--- config.mk ---
export PLATFORM = sky130hd
export DESIGN_NAME = aes_ram
export DESIGN_NICKNAME = d
export VERILOG_FILES = /design/src/sv/aes_ram.sv
export SDC_FILE = /design/constraint.sdc
export NUM_CORES = 2
export LEC_CHECK = 0
export BUFFER_PORTS_ARGS = -buffer_cell sky130_fd_sc_hd__buf_2
export CORE_ASPECT_RATIO = 0.7
export CORE_UTILIZATION = 50
export DETAILED_ROUTE_END_ITERATION = 8
export PLACE_DENSITY = 0.65
export SKIP_CTS_REPAIR_TIMING = 1
export SYNTH_ARGS = -nofsm -noshare
export SYNTH_HDL_FRONTEND = slang
export SYNTH_SLANG_ARGS = --single-unit
--- constraint.sdc ---
create_clock -name clk_i -period 5.1 [get_ports clk_i]
set_input_delay 0.765 -clock clk_i [delete_from_list [all_inputs] [get_ports clk_i]]
set_output_delay 0.765 -clock clk_i [all_outputs]
set_load 0.02 [all_outputs]
--- src/sv/aes_ram.sv ---
// Generic single-port-write RAM with one registered read port.
module aes_ram #(
  parameter int unsigned Width = 32,
  parameter int unsigned Depth = 60,
  localparam int unsigned Aw = (Depth > 1) ? $clog2(Depth) : 1
) (
  input  logic             clk_i,
  input  logic             we_i,
  input  logic [Aw-1:0]    waddr_i,
  input  logic [Width-1:0] wdata_i,
  input  logic [Aw-1:0]    raddr_i,
  output logic [Width-1:0] rdata_o
);

  logic [Width-1:0] mem_q [Depth];

  // Write port.
  always_ff @(posedge clk_i) begin
    if (we_i) begin
      mem_q[waddr_i] <= wdata_i;
    end
  end

  // Registered read port.
  always_ff @(posedge clk_i) begin
    rdata_o <= mem_q[raddr_i];
  end

endmodule

; Word level (Yosys, flattened, before mapping)
; Memories as Yosys holds them, arrays and structs flattened. A register that Yosys moved wholly into a read port is not among the register bits.
; Cells that the tools add are included.
; W data, S select, Z words.
[word_totals]
reg_bits = 0
output_inout_bits = 32
latch_bits = 0
mem_bits_ro = 0
ramBits = 1920
n_memories = 1
wordCells = 3
inputBits = 46
[mem_list]
columns = name, words, word_bits, rd, rd_clocked_by_memory_dff, write_ports, line
row1 = mem_q, 60, 32, 1, 1, 1, 15  ; logic [Width-1:0] mem_q [Depth];
[op_classes]
n_eq_ne = 0
shift = 0
n_addsub = 0
div = 0
multipliers = 0
bitwise = 0
muxes = 2
order_cmp = 0
reduce_logical = 0
[ops]
columns = cell, n
row1 = $mux W1, 2

; Logic depth before layout (Yosys ltp)
[logic_depth]
ltp_word = 2
mapped_depth = 10
depth_no_buf = 5

; Worst setup path after synthesis
; Ideal clock, no wire load.
[synth_timing]
path_type = input-to-reg
startpoint = input port waddr_i[4]
endpoint = memory mem_q[32][0] (enable)
t_required_ps = 4639
n_path_buf = 1
setup_slack_ps = 1196
arrival_ps = 3443
setup_ps = 461
path_stages = 4
path_cell_list = clkbuf_1 -> nor2_1 -> nand4b_1 -> nor3_1
[synth_rtl]
columns = item, line
row1 = start: declaration, 9  ; input logic [Aw-1:0] waddr_i,
row2 = end: declaration, 15
; Straight into the memory's write port.

==> flow_summary.json <==
{
  "status": "finished clean",
  "period_share": 0.603,
  "cts_inserted_buffers": 173,
  "overflow": 0,
  "muxShareOfSynthArea": 0.146,
  "peakVddDrop_mv": 0.401,
  "crit_family": "buffers and inverters",
  "p_leak_nw": 25.8,
  "drt_pass1_iterations": 6,
  "drt_wl_total_um": 188000,
  "arrival_ns": 3.71,
  "post-synth-top-count-cell": "edfxtp_1",
  "power_density_mw_per_mm2": 394,
  "avgSynthCellArea_um2": 22.6,
  "ys_seq_elements": 1952,
  "gp_congestion": 0.808,
  "timing.fmax_mhz": 325,
  "avgRoutedWirePerCell_um": 33.7,
  "core_area_mm2": 0.146,
  "ys_seq_area_frac": 0.790,
  "grt_pass1_wl_um": 265000,
  "hp-class": "input pin to flop",
  "routed_via_density": 6.44,
  "synth_compound_area_frac": 0.0360,
  "slew_viol_final": 0,
  "grt.total_usage": 0.256,
  "path_buf_inv": 3,
  "critical_path_class": "input pin to flop",
  "crit_fanout": 60,
  "place_ws_ns": 1.19,
  "synth_area_mm2": 0.0738,
  "clock_path_buffers": 3,
  "row_count": 117,
  "critPathCaptureType": "flop",
  "synthXorXnorAreaFrac": 0,
  "rsz0062_at_grt": "false",
  "fp.dieW_um": 461,
  "area_delta_synth_final_pct": 12.5,
  "cts-root-buf": "clkbuf_16",
  "timing.final.hold_violations": 0,
  "synthCells": 3264,
  "synth_area_leaders": "edfxtp_1 (78%), mux4_2 (14%), a22oi_1 (1.1%)",
  "antenna_found_initial": 14,
  "synth_edf_count": 1920,
  "crit_required_ns": 5.74,
  "initial_core_util": 0.506,
  "hpwl_um": 104000,
  "yosysTopAreaCellShare": 0.781,
  "worstPathCellList": "buf_8 -> buf_12 -> buf_12 -> mux4_2 -> a22o_1 -> o21ai_0 -> o211ai_1",
  "slew-limit-headroom": 0.204,
  "fill_cells": 10400,
  "synth-main-ff-cell": "edfxtp_1",
  "setup_viol": 0,
  "io_pins": 78,
  "clock-sinks": 1952,
  "cts_tree": "built",
  "cp-start-kind": "input pin",
  "syn_nets": 3310,
  "dieArea_mm2": 0.149,
  "clk_pin_slew_ns": 0.07,
  "first_global_vias": 36300,
  "period_needed_ns": 3.07,
  "yosys_warnings": 0,
  "clk_latency_ns": 0.81,
  "drive_gt1_frac": 0.276,
  "grt_start_max_net_pins": 83,
  "synth_common_cells": "edfxtp_1 (1920), mux4_2 (461), a22oi_1 (109)",
  "async_flop_share": 0,
  "final_antenna_net_count": 0,
  "synth.largest_area_cell": "edfxtp_1",
  "fin_skew_ns": 0.0312,
  "drt_iter0_drc": 5002,
  "setup_slack_ns": 2.03,
  "synth-simple-area-share": 0.0145,
  "critical-path-max-stage-delay_ns": 0.63,
  "cp_common_cell": "buf_12",
  "synthAdderAreaFrac": 0,
  "final_util": 0.569,
  "drc": 0,
  "vias": 35800,
  "ys_types": 38,
  "nNetsFinal": 3489,
  "die-height_um": 323,
  "io_buffers": 77,
  "htreeDepth": 4,
  "synth_top_family_by_area": "multiplexers",
  "maxCapViolCount": 0,
  "finalSetupTns_ns": 0,
  "crit_path_top_delay_cell": "buf_8",
  "tightest_slew_ns": 1.19
}
==> through the flow <==
stage | instances | instance area, um2 | power [mW] | hold WS (ns)
global route | 5565 | 83000 | 33.5 | 0.470
CTS | 5557 | 83000 | 32.8 | 0.418
finish | 5565 | 83000 | 32.7 | 0.462
global placement | 5231 | 77200 | 19.7 | 0.797
detailed placement | 5231 | 77200 | 19.7 | 0.822
floorplan | 3264 | 73800 | 19.0 | 0.770
==> cell usage in the layout, fill, tap and decap left out, types with 4 or more instances in the layout <==
master | netlist | layout
edfxtp_1 | 1920 | 1920
mux4_2 | 461 | 461
clkbuf_16 | 0 | 180
a22oi_1 | 109 | 109
buf_4 | 15 | 102
buf_2 | 42 | 73
o21ai_0 | 65 | 65
nand2_1 | 62 | 62
nor2_4 | 0 | 60
clkbuf_1 | 91 | 50
a21oi_1 | 45 | 45
nand3_1 | 43 | 43
mux2i_1 | 38 | 38
o211ai_1 | 32 | 32
dfxtp_1 | 32 | 32
clkinv_1 | 0 | 29
a22o_1 | 26 | 26
nor2_1 | 86 | 21
a221oi_1 | 19 | 19
o21a_1 | 19 | 19
o211a_1 | 19 | 19
a31oi_1 | 19 | 19
and3_1 | 19 | 19
clkinv_2 | 0 | 19
o21ai_1 | 18 | 18
bufinv_16 | 0 | 18
buf_12 | 4 | 16
a31o_2 | 13 | 13
clkbuf_8 | 0 | 11
clkinvlp_4 | 0 | 10
diode_2 | 0 | 8
nor2_2 | 0 | 5
inv_6 | 0 | 5
nor2b_1 | 8 | 4
==> power breakdown <==
group | leakage, nW | switching [mW] | total, mW | internal (mW)
sequential | 17.5 | 0.0639 | 17.8 | 17.8
combinational | 5.44 | 1.03 | 1.58 | 0.552
clock | 2.78 | 5.73 | 13.3 | 7.56
total | 25.8 | 6.82 | 32.7 | 25.9
==> state kept, by name, indices dropped and copies added, names as in the netlist <==
name	count
mem_q	1920
rdata_o	32
==> metal layers <==
metal / track usage / part of all wire / vias up
li1: - / - / 14300
met1: 0.363 / 0.40 / 19200
met2: 0.383 / 0.46 / 2053
met3: 0.0672 / 0.11 / 290
met4: 0.0967 / 0.032 / 8
met5: 0 / 0.00029 / -
==> logic make-up after synthesis <==
| family | Yosys count |
|---|---|
| AOI/OAI and AO/OA | 384 |
| and+or+nand+nor | 237 |
| DFF | 1952 |
| buffers and inverters | 192 |
| muxes | 499 |
==> worst paths after layout <==
check        slack, ns           from  cells past startpoint      endpoint
min               0.46     waddr_i[1]                      2  mem_q[36][2]
max reg2reg       2.87   mem_q[39][9]                      5    rdata_o[9]
min reg2reg       0.83  mem_q[57][30]                      4   rdata_o[30]
max               2.03     raddr_i[0]                      7   rdata_o[31]
==> final cells by class <==
class | count | area [um2] | share of cell area
inverters | 3 | 11.3 | 0.000136
diodes | 8 | 20.0 | 0.000241
multi-input cells | 1120 | 15000 | 0.181
clock inverters | 85 | 908 | 0.0109
flip-flops and latches | 1952 | 58300 | 0.702
repair buffers | 193 | 1480 | 0.0178
clock buffers | 241 | 4840 | 0.0584
well taps | 1963 | 2460 | 0.0296
==> worst register-to-register path, cell delays in order (launching register included) <==
cell and delay, ns:
edfxtp_1 0.40, mux4_2 0.51, a22oi_1 0.37, nand2_1 0.18, a21oi_1 0.47, o211ai_1 0.15
Power figures use the tool's default switching activity.
