--- src/sv/aes_pkg.sv ---
// Package with AES-256-CTR types, constants and round functions.
package aes_pkg;

  localparam int unsigned NumRkWords = 60;
  localparam int unsigned RkAw = 6;
  localparam int unsigned NumRounds = 14;
  localparam int unsigned NumKeyRegs = 4;
  localparam int unsigned CfgAw = 2;

  localparam logic OpLoadCtr = 1'b0;
  localparam logic OpData = 1'b1;

  // One queued transaction between the front and the back part.
  typedef struct packed {
    logic        op;
    logic [63:0] blk_hi;
    logic [63:0] blk_lo;
    logic [4:0]  nbytes;
  } item_t;

  typedef enum logic [1:0] {
    KX_IDLE,
    KX_RUN
  } kx_state_e;

  typedef enum logic [1:0] {
    CE_IDLE,
    CE_ROUND,
    CE_OUT
  } ce_state_e;

  function automatic logic [7:0] sbox(input logic [7:0] a);
    logic [7:0] r;
    unique case (a)
      8'h00: r=8'h63; 8'h01: r=8'h7c; 8'h02: r=8'h77; 8'h03: r=8'h7b;
      8'h04: r=8'hf2; 8'h05: r=8'h6b; 8'h06: r=8'h6f; 8'h07: r=8'hc5;
      8'h08: r=8'h30; 8'h09: r=8'h01; 8'h0a: r=8'h67; 8'h0b: r=8'h2b;
      8'h0c: r=8'hfe; 8'h0d: r=8'hd7; 8'h0e: r=8'hab; 8'h0f: r=8'h76;
      8'h10: r=8'hca; 8'h11: r=8'h82; 8'h12: r=8'hc9; 8'h13: r=8'h7d;
      8'h14: r=8'hfa; 8'h15: r=8'h59; 8'h16: r=8'h47; 8'h17: r=8'hf0;
      8'h18: r=8'had; 8'h19: r=8'hd4; 8'h1a: r=8'ha2; 8'h1b: r=8'haf;
      8'h1c: r=8'h9c; 8'h1d: r=8'ha4; 8'h1e: r=8'h72; 8'h1f: r=8'hc0;
      8'h20: r=8'hb7; 8'h21: r=8'hfd; 8'h22: r=8'h93; 8'h23: r=8'h26;
      8'h24: r=8'h36; 8'h25: r=8'h3f; 8'h26: r=8'hf7; 8'h27: r=8'hcc;
      8'h28: r=8'h34; 8'h29: r=8'ha5; 8'h2a: r=8'he5; 8'h2b: r=8'hf1;
      8'h2c: r=8'h71; 8'h2d: r=8'hd8; 8'h2e: r=8'h31; 8'h2f: r=8'h15;
      8'h30: r=8'h04; 8'h31: r=8'hc7; 8'h32: r=8'h23; 8'h33: r=8'hc3;
      8'h34: r=8'h18; 8'h35: r=8'h96; 8'h36: r=8'h05; 8'h37: r=8'h9a;
      8'h38: r=8'h07; 8'h39: r=8'h12; 8'h3a: r=8'h80; 8'h3b: r=8'he2;
      8'h3c: r=8'heb; 8'h3d: r=8'h27; 8'h3e: r=8'hb2; 8'h3f: r=8'h75;
      8'h40: r=8'h09; 8'h41: r=8'h83; 8'h42: r=8'h2c; 8'h43: r=8'h1a;
      8'h44: r=8'h1b; 8'h45: r=8'h6e; 8'h46: r=8'h5a; 8'h47: r=8'ha0;
      8'h48: r=8'h52; 8'h49: r=8'h3b; 8'h4a: r=8'hd6; 8'h4b: r=8'hb3;
      8'h4c: r=8'h29; 8'h4d: r=8'he3; 8'h4e: r=8'h2f; 8'h4f: r=8'h84;
      8'h50: r=8'h53; 8'h51: r=8'hd1; 8'h52: r=8'h00; 8'h53: r=8'hed;
      8'h54: r=8'h20; 8'h55: r=8'hfc; 8'h56: r=8'hb1; 8'h57: r=8'h5b;
      8'h58: r=8'h6a; 8'h59: r=8'hcb; 8'h5a: r=8'hbe; 8'h5b: r=8'h39;
      8'h5c: r=8'h4a; 8'h5d: r=8'h4c; 8'h5e: r=8'h58; 8'h5f: r=8'hcf;
      8'h60: r=8'hd0; 8'h61: r=8'hef; 8'h62: r=8'haa; 8'h63: r=8'hfb;
      8'h64: r=8'h43; 8'h65: r=8'h4d; 8'h66: r=8'h33; 8'h67: r=8'h85;
      8'h68: r=8'h45; 8'h69: r=8'hf9; 8'h6a: r=8'h02; 8'h6b: r=8'h7f;
      8'h6c: r=8'h50; 8'h6d: r=8'h3c; 8'h6e: r=8'h9f; 8'h6f: r=8'ha8;
      8'h70: r=8'h51; 8'h71: r=8'ha3; 8'h72: r=8'h40; 8'h73: r=8'h8f;
      8'h74: r=8'h92; 8'h75: r=8'h9d; 8'h76: r=8'h38; 8'h77: r=8'hf5;
      8'h78: r=8'hbc; 8'h79: r=8'hb6; 8'h7a: r=8'hda; 8'h7b: r=8'h21;
      8'h7c: r=8'h10; 8'h7d: r=8'hff; 8'h7e: r=8'hf3; 8'h7f: r=8'hd2;
      8'h80: r=8'hcd; 8'h81: r=8'h0c; 8'h82: r=8'h13; 8'h83: r=8'hec;
      8'h84: r=8'h5f; 8'h85: r=8'h97; 8'h86: r=8'h44; 8'h87: r=8'h17;
      8'h88: r=8'hc4; 8'h89: r=8'ha7; 8'h8a: r=8'h7e; 8'h8b: r=8'h3d;
      8'h8c: r=8'h64; 8'h8d: r=8'h5d; 8'h8e: r=8'h19; 8'h8f: r=8'h73;
      8'h90: r=8'h60; 8'h91: r=8'h81; 8'h92: r=8'h4f; 8'h93: r=8'hdc;
      8'h94: r=8'h22; 8'h95: r=8'h2a; 8'h96: r=8'h90; 8'h97: r=8'h88;
      8'h98: r=8'h46; 8'h99: r=8'hee; 8'h9a: r=8'hb8; 8'h9b: r=8'h14;
      8'h9c: r=8'hde; 8'h9d: r=8'h5e; 8'h9e: r=8'h0b; 8'h9f: r=8'hdb;
      8'ha0: r=8'he0; 8'ha1: r=8'h32; 8'ha2: r=8'h3a; 8'ha3: r=8'h0a;
      8'ha4: r=8'h49; 8'ha5: r=8'h06; 8'ha6: r=8'h24; 8'ha7: r=8'h5c;
      8'ha8: r=8'hc2; 8'ha9: r=8'hd3; 8'haa: r=8'hac; 8'hab: r=8'h62;
      8'hac: r=8'h91; 8'had: r=8'h95; 8'hae: r=8'he4; 8'haf: r=8'h79;
      8'hb0: r=8'he7; 8'hb1: r=8'hc8; 8'hb2: r=8'h37; 8'hb3: r=8'h6d;
      8'hb4: r=8'h8d; 8'hb5: r=8'hd5; 8'hb6: r=8'h4e; 8'hb7: r=8'ha9;
      8'hb8: r=8'h6c; 8'hb9: r=8'h56; 8'hba: r=8'hf4; 8'hbb: r=8'hea;
      8'hbc: r=8'h65; 8'hbd: r=8'h7a; 8'hbe: r=8'hae; 8'hbf: r=8'h08;
      8'hc0: r=8'hba; 8'hc1: r=8'h78; 8'hc2: r=8'h25; 8'hc3: r=8'h2e;
      8'hc4: r=8'h1c; 8'hc5: r=8'ha6; 8'hc6: r=8'hb4; 8'hc7: r=8'hc6;
      8'hc8: r=8'he8; 8'hc9: r=8'hdd; 8'hca: r=8'h74; 8'hcb: r=8'h1f;
      8'hcc: r=8'h4b; 8'hcd: r=8'hbd; 8'hce: r=8'h8b; 8'hcf: r=8'h8a;
      8'hd0: r=8'h70; 8'hd1: r=8'h3e; 8'hd2: r=8'hb5; 8'hd3: r=8'h66;
      8'hd4: r=8'h48; 8'hd5: r=8'h03; 8'hd6: r=8'hf6; 8'hd7: r=8'h0e;
      8'hd8: r=8'h61; 8'hd9: r=8'h35; 8'hda: r=8'h57; 8'hdb: r=8'hb9;
      8'hdc: r=8'h86; 8'hdd: r=8'hc1; 8'hde: r=8'h1d; 8'hdf: r=8'h9e;
      8'he0: r=8'he1; 8'he1: r=8'hf8; 8'he2: r=8'h98; 8'he3: r=8'h11;
      8'he4: r=8'h69; 8'he5: r=8'hd9; 8'he6: r=8'h8e; 8'he7: r=8'h94;
      8'he8: r=8'h9b; 8'he9: r=8'h1e; 8'hea: r=8'h87; 8'heb: r=8'he9;
      8'hec: r=8'hce; 8'hed: r=8'h55; 8'hee: r=8'h28; 8'hef: r=8'hdf;
      8'hf0: r=8'h8c; 8'hf1: r=8'ha1; 8'hf2: r=8'h89; 8'hf3: r=8'h0d;
      8'hf4: r=8'hbf; 8'hf5: r=8'he6; 8'hf6: r=8'h42; 8'hf7: r=8'h68;
      8'hf8: r=8'h41; 8'hf9: r=8'h99; 8'hfa: r=8'h2d; 8'hfb: r=8'h0f;
      8'hfc: r=8'hb0; 8'hfd: r=8'h54; 8'hfe: r=8'hbb; 8'hff: r=8'h16;
      default: r = 8'h00;
    endcase
    return r;
  endfunction

  function automatic logic [31:0] sub_word(input logic [31:0] t);
    return {sbox(t[31:24]), sbox(t[23:16]), sbox(t[15:8]), sbox(t[7:0])};
  endfunction

  function automatic logic [7:0] xtime(input logic [7:0] a);
    return {a[6:0], 1'b0} ^ (a[7] ? 8'h1b : 8'h00);
  endfunction

  // State byte k sits at bits 127-8k; column c holds bytes 4c..4c+3.
  function automatic logic [127:0] sub_shift(input logic [127:0] s);
    logic [127:0] t;
    for (int c = 0; c < 4; c++) begin
      for (int r = 0; r < 4; r++) begin
        t[127 - 8*(r + 4*c) -: 8] = sbox(s[127 - 8*(r + 4*((c + r) % 4)) -: 8]);
      end
    end
    return t;
  endfunction

  function automatic logic [127:0] mix(input logic [127:0] s);
    logic [127:0] t;
    logic [7:0] a0, a1, a2, a3;
    for (int c = 0; c < 4; c++) begin
      a0 = s[127 - 32*c -: 8];
      a1 = s[119 - 32*c -: 8];
      a2 = s[111 - 32*c -: 8];
      a3 = s[103 - 32*c -: 8];
      t[127 - 32*c -: 8] = xtime(a0) ^ xtime(a1) ^ a1 ^ a2 ^ a3;
      t[119 - 32*c -: 8] = a0 ^ xtime(a1) ^ xtime(a2) ^ a2 ^ a3;
      t[111 - 32*c -: 8] = a0 ^ a1 ^ xtime(a2) ^ xtime(a3) ^ a3;
      t[103 - 32*c -: 8] = xtime(a0) ^ a0 ^ a1 ^ a2 ^ xtime(a3);
    end
    return t;
  endfunction

endpackage

--- src/sv/aes_front.sv ---
// Front part: input skid-free queue of two entries that holds accepted items.
module aes_front import aes_pkg::*; (
  input  logic  clk_i,
  input  logic  rst_ni,
  input  logic  in_valid_i,
  output logic  in_ready_o,
  input  item_t in_item_i,
  output logic  q_valid_o,
  input  logic  q_ready_i,
  output item_t q_item_o
);

  item_t buf_q [2];
  logic [1:0] cnt_q;
  logic rd_q, wr_q;
  logic push, pop, keep;
  item_t push_item;

  // Data items with a zero byte count are dropped at the door.
  assign keep = !(in_item_i.op == OpData && in_item_i.nbytes == 5'd0);
  assign in_ready_o = (cnt_q != 2'd2);
  assign push = in_valid_i && in_ready_o && keep;
  assign pop = q_valid_o && q_ready_i;
  assign q_valid_o = (cnt_q != 2'd0);
  assign q_item_o = buf_q[rd_q];

  always_ff @(posedge clk_i or negedge rst_ni) begin
    if (!rst_ni) begin
      cnt_q <= '0;
      rd_q <= 1'b0;
      wr_q <= 1'b0;
    end else begin
      cnt_q <= cnt_q + {1'b0, push} - {1'b0, pop};
      if (push) wr_q <= !wr_q;
      if (pop) rd_q <= !rd_q;
    end
  end

  // Saturate the byte count on entry.
  always_comb begin
    push_item = in_item_i;
    if (in_item_i.nbytes > 5'd16) push_item.nbytes = 5'd16;
  end

  always_ff @(posedge clk_i) begin
    if (push) begin
      buf_q[wr_q] <= push_item;
    end
  end

  ap_full: assert property (@(posedge clk_i) disable iff (!rst_ni)
    (cnt_q == 2'd2) |-> !in_ready_o) else $error("push into full queue");
  ap_cnt: assert property (@(posedge clk_i) disable iff (!rst_ni)
    cnt_q != 2'd3) else $error("queue count overflow");
  ap_nz: assert property (@(posedge clk_i) disable iff (!rst_ni)
    (q_valid_o && q_item_o.op == OpData) |-> q_item_o.nbytes != 5'd0)
    else $error("zero count item queued");

endmodule

--- config.mk ---
export PLATFORM = sky130hd
export DESIGN_NAME = aes_front
export DESIGN_NICKNAME = d
export VERILOG_FILES = /design/src/sv/aes_pkg.sv /design/src/sv/aes_front.sv
export SDC_FILE = /design/constraint.sdc
export NUM_CORES = 1
export LEC_CHECK = 0
export BUFFER_PORTS_ARGS = -buffer_cell sky130_fd_sc_hd__buf_2
export CAP_MARGIN = 20
export CORE_ASPECT_RATIO = 1.4
export CORE_MARGIN = 2
export CORE_UTILIZATION = 47
export DETAILED_ROUTE_END_ITERATION = 16
export PLACE_DENSITY = 0.74
export SLEW_MARGIN = 20
export SYNTH_ARGS = -nofsm -noshare
export SYNTH_HDL_FRONTEND = slang
export SYNTH_SLANG_ARGS = --single-unit
--- constraint.sdc ---
create_clock -name clk_i -period 7.1 [get_ports clk_i]
set_clock_uncertainty 0.2 [all_clocks]
set_input_delay 0.355 -clock clk_i [delete_from_list [all_inputs] [get_ports clk_i]]
set_output_delay 0.355 -clock clk_i [all_outputs]
set_load 0.01 [all_outputs]
Word-level counts from Yosys, hierarchy flattened
Memory sizes are Yosys's and may differ from the RTL's.
Index checks and enable logic that the tools add are counted.
{"block": "classes", "magnitude_cmp": 1, "div_mod_pow": 0, "multipliers": 0, "reduce_logical": 9, "n_addsub": 2, "n_eq_ne": 1, "n_shift": 0, "n_mux": 3, "n_bitwise": 0}
{"operator": "5-bit greater-than comparator (second input constant)", "count": 1}
{"operator": "5-bit zero test", "count": 1}
{"operator": "5-bit 2-to-1 mux", "count": 1}
{"operator": "1-bit logical AND", "count": 4}
{"operator": "1-bit zero test", "count": 3}
{"operator": "2-bit by 1-bit adder with 2-bit output", "count": 1}
{"operator": "1-bit 2-to-1 mux", "count": 2}
{"operator": "2-bit != test (second input constant)", "count": 1}
{"operator": "2-bit nonzero test", "count": 1}
{"operator": "2-bit by 1-bit subtractor with 2-bit output", "count": 1}
{"block": "totals", "n_memories": 1, "rom_bits": 0, "latch_bits": 0, "out_inout_bits": 136, "elab_cells": 20, "in_bits": 138, "regBits": 4, "ramBits": 268}
{"memory": "buf_q", "words": 2, "width": 134, "rd": 1, "rd_ports_with_merged_regs": 0, "wr": 1, "line_no": "aes_front.sv:13", "rtl": "item_t buf_q [2];"}

Longest topological paths before layout
{"block": "logic_depth", "depth_word": 6, "mapped_depth": 7}

Worst setup path after synthesis
OpenSTA, ideal clock, no wires.
{"block": "synth_timing", "path_type": "register -> register", "start": "register cnt_q[1]", "end": "memory buf_q[0][0] (netlist name), enable pin", "path_stages_with_launch": 4, "n_path_buf": 0, "setup_time_ps": 629, "arrival_time_ps": 6303, "synth_period_minus_slack_ps": 7132, "slack_ps": -32, "cell_sequence": "dfrtp_1 nand2b_1 o311ai_4 nor2_1"}
{"block": "synth_between", "elab_chain_len": 5}
{"element": "start: declaration", "line_no": "aes_front.sv:14", "rtl": "logic [1:0] cnt_q;"}
{"element": "start signal: assignment", "line_no": "aes_front.sv:33", "rtl": "cnt_q <= cnt_q + {1'b0, push} - {1'b0, pop};"}
{"element": "2-bit != test", "line_no": "aes_front.sv:21", "rtl": "assign in_ready_o = (cnt_q != 2'd2);"}
{"element": "via in_ready_o", "line_no": "aes_front.sv:6", "rtl": "output logic in_ready_o,"}
{"element": "1-bit logical AND (2 in a row)", "line_no": "aes_front.sv:22", "rtl": "assign push = in_valid_i && in_ready_o && keep;"}
{"element": "1-bit 2-to-1 mux", "line_no": "aes_front.sv:46", "rtl": "if (push) begin"}
{"element": "1-bit 2-to-1 mux (implied by the code)", "line_no": "aes_front.sv:47", "rtl": "buf_q[wr_q] <= push_item;"}
{"element": "end: declaration", "line_no": "aes_front.sv:13"}
The timed path passes the listed nets, and every way through them passes these cells.

==> run_results.csv <==
group,metric,value,unit
sta,tightestPinTransition,0.989,ns
sta,fmax,275,MHz
yosys,synth_area_per_cell,22.4,um^2
worst_setup_path,arrival,3.08,ns
worst_setup_path,reg2regPathDepth,5,
power_and_ir_drop,leakagePower,0.00518,uW
worst_setup_path,critPathKind,"register to primary output",
cells_and_area,drive_above_1_share,45.6,%
power_and_ir_drop,p_per_area,370,nW/um^2
cells_and_area,postLayoutCellArea,13700,um^2
min_path,min-delay-start,"in_item_i[3]",
worst_setup_path,r2r_start,"cnt_q[0]$_DFF_PN0_",
global_routing,grt_pass1_wl,31.7,mm
yosys,synth.most_common_cell,"edfxtp_1",
floorplanning,die_h,176,um
yosys,netlist_top_cells_count,"268 x edfxtp_1, 82 x mux2_2, 52 x mux2_1, 14 x buf_2",
clock_network,cts_htree_levels,1,
global_routing,track_usage,18.1,%
floorplanning,start_util,48.1,%
yosys,synthArstFlopShare,1.47,%
route,ant_nets,0,
clock_network,worstSkewPairLatency,0.52,ns
clock_network,cts_setup_buffers,0,
yosys,yosysSeqAreaShare,82.3,%
clock_network,max-clock-path-buffers,3,
floorplanning,die-width,127,um
yosys,synth_top_cell_by_area,"edfxtp_1",
yosys,yosysWarnings,0,
global_routing,grt_pass1_vias,6216,
yosys,synth_seq_cells,272,
global_routing,antenna_found_initial,2,
floorplanning,dieArea,22200,um^2
min_path,holdPathStages,2,
floorplanning,fp.coreArea,20600,um^2
yosys,synthCells,442,
sta,rsz0062_at_grt,"no",
worst_setup_path,r2r_slack,4.33,ns
yosys,synth_fp_nets,582,
global_routing,grt_max_degree,91,
placed_design,dpl.hpwl,12.6,mm
worst_setup_path,worstReg2RegEnd,"buf_q[0][76]$_DFFE_PP_",
worst_setup_path,startpoint_type,"register",
route,finalWirelength,20.9,mm
route,vias_per_cell,4.99,
clock_network,cts-root-buf,"clkbuf_16",
route,drc_errors,0,
sta,slew_headroom,34.1,%
yosys,synth_area,9890,um^2
clock_network,cts-buffers-inserted,25,
yosys,synth-edff-count,268,
cells_and_area,nets,1005,
sta,hold_viol,0,
floorplanning,num_io_pins,274,
yosys,synth_area_leaders,"edfxtp_1 81%, mux2_2 9.3%, mux2_1 5.9%",
yosys,synth.top_cell.area_share,81.3,%
placed_design,io_buffers,273,
route,firstDrtPassIters,4,
route,drtIter0Drc,369,
route,num_vias,5671,
placed_design,postPlaceCellArea,11600,um^2
sta,report.final.slew_viol_count,0,
cells_and_area,syn_to_final_growth,38.3,%
yosys,synth_ff_type,"edfxtp_1",
clock_network,cts_tree,"yes",
min_path,hold_path.class,"primary input to register",
sta,layout_min_cycle_time,3.63,ns
sta,timing.hold.ws,0.0515,ns
min_path,whs_endpoint,"buf_q[0][3]$_DFFE_PP_",
worst_setup_path,worstSetupEndpointType,"primary output",
worst_setup_path,path_max_fanout,74,
route,wl_per_cell,18.4,um
clock_network,cts_num_sinks,272,
yosys,ys_types,17,
run,cap_viol_max_count,0,
worst_setup_path,required,6.55,ns
sta,fin_crit_sh,51.1,%
floorplanning,num_rows,62,
placed_design,gp_congestion,0.758,
power_and_ir_drop,ir_drop,0.000264,V
power_and_ir_drop,finalPower,5060,uW
global_routing,grt_remaining_overflow,0,
clock_network,clk_pin_slew_worst_paths,0.06,ns
sta,setup_viol,0,
status,status,"finished, final reports clean",
==> logic make-up (layout without fill, tap and decap cells) <==
family / count (synthesis) / count (layout) / synth area share [%]
flops: 272 / 272 / 82.3
mux: 134 / 134 / 15.3
buf+inv: 19 / 456 / 0.898
simple gates: 10 / 10 / 0.632
xor+xnor: 4 / 4 / 0.354
fa+ha+maj: 2 / 2 / 0.253
compound gates: 1 / 1 / 0.266
other cells: 0 / 1 / 0
==> registers in the layout (all words and copies together) (netlist names) <==
signal	flops
cnt_q	2
wr_q	1
rd_q	1
buf_q	268
==> metal layers <==
metal  vias up  routed length (um)  part of all wire [%]  GRT usage (%)
met1      2800                7340                    35           19.6
li1       2591                   -                     -              -
met3        58                1410                   6.7           4.23
met4         2                 835                   4.0           7.74
met2       220               11300                    54           33.7
met5         -                  13                 0.062              0
==> cell type report <==
cell class,count,area [um^2]
tap,256,320
clock inverter,10,101
fill,1325,6880
antenna,1,2.50
sequential,272,8150
timing repair buffer,412,2750
clock buffer,31,668
inverter,3,11.3
multi-input combinational,151,1670
==> placed cells by master (no fill, tap or decap) <==
cell | Yosys | layout
buf_2 | 14 | 273
edfxtp_1 | 268 | 268
dlygate4sd3_1 | 0 | 134
mux2_2 | 82 | 82
mux2_1 | 52 | 52
clkbuf_16 | 0 | 25
clkinv_2 | 0 | 5
nor2b_1 | 4 | 4
clkbuf_1 | 2 | 4
inv_1 | 3 | 3
xnor2_1 | 3 | 3
dfrtp_1 | 4 | 3
buf_4 | 0 | 3
nor2_4 | 0 | 2
ha_1 | 2 | 2
bufinv_16 | 0 | 2
clkbuf_8 | 0 | 2
clkinv_1 | 0 | 2
buf_6 | 0 | 2
diode_2 | 0 | 1
or2_2 | 1 | 1
and2_1 | 1 | 1
or4_4 | 1 | 1
nand2b_1 | 1 | 1
o311ai_4 | 1 | 1
xor2_1 | 1 | 1
inv_6 | 0 | 1
dfrtp_4 | 0 | 1
==> through the flow <==
step                setup slack (ns)  utilization [%]  setup TNS, ns  instances
floorplan                    -0.0324                -          -8.69        442
global placement                4.09             56.2              0        960
detailed placement              4.02             56.2              0        960
CTS                             3.47             66.5              0       1135
global route                    3.30             66.5              0       1136
finish                          3.47             66.5              0       1136
==> report_power, final <==
group	internal, uW	switching, uW
Sequential	2190	147
Clock	734	533
Combinational	662	788
==> worst max-delay path by stage <==
| stage | from | end | depth (start not counted) |
|---|---|---|---|
| 2_1_floorplan | cnt_q[1]$_DFF_PN0_ | buf_q[0][0]$_DFFE_PP_ | 3 |
| 3_3_place_gp | rd_q$_DFFE_PN0P_ | q_item_o[47] | 3 |
| 3_5_place_dp | in_item_i[133] | buf_q[0][109]$_DFFE_PP_ | 6 |
| 4_1_cts | rd_q$_DFFE_PN0P_ | q_item_o[47] | 3 |
| 5_1_grt | rd_q$_DFFE_PN0P_ | q_item_o[47] | 3 |
| 6_report | rd_q$_DFFE_PN0P_ | q_item_o[47] | 3 |
==> timing repair <==
action	in CTS	in global routing
resized for setup	0	0
endpoints found under the setup margin	0	0
endpoints found under the hold margin	266	0
hold buffers	134	0
==> worst max-delay path, stage by stage (launching register included) <==
cell	delay (ns)
dfrtp_4	0.98
buf_4	0.87
mux2_2	0.44
buf_2	0.14
No activity file was read; power rests on OpenSTA's default activity.
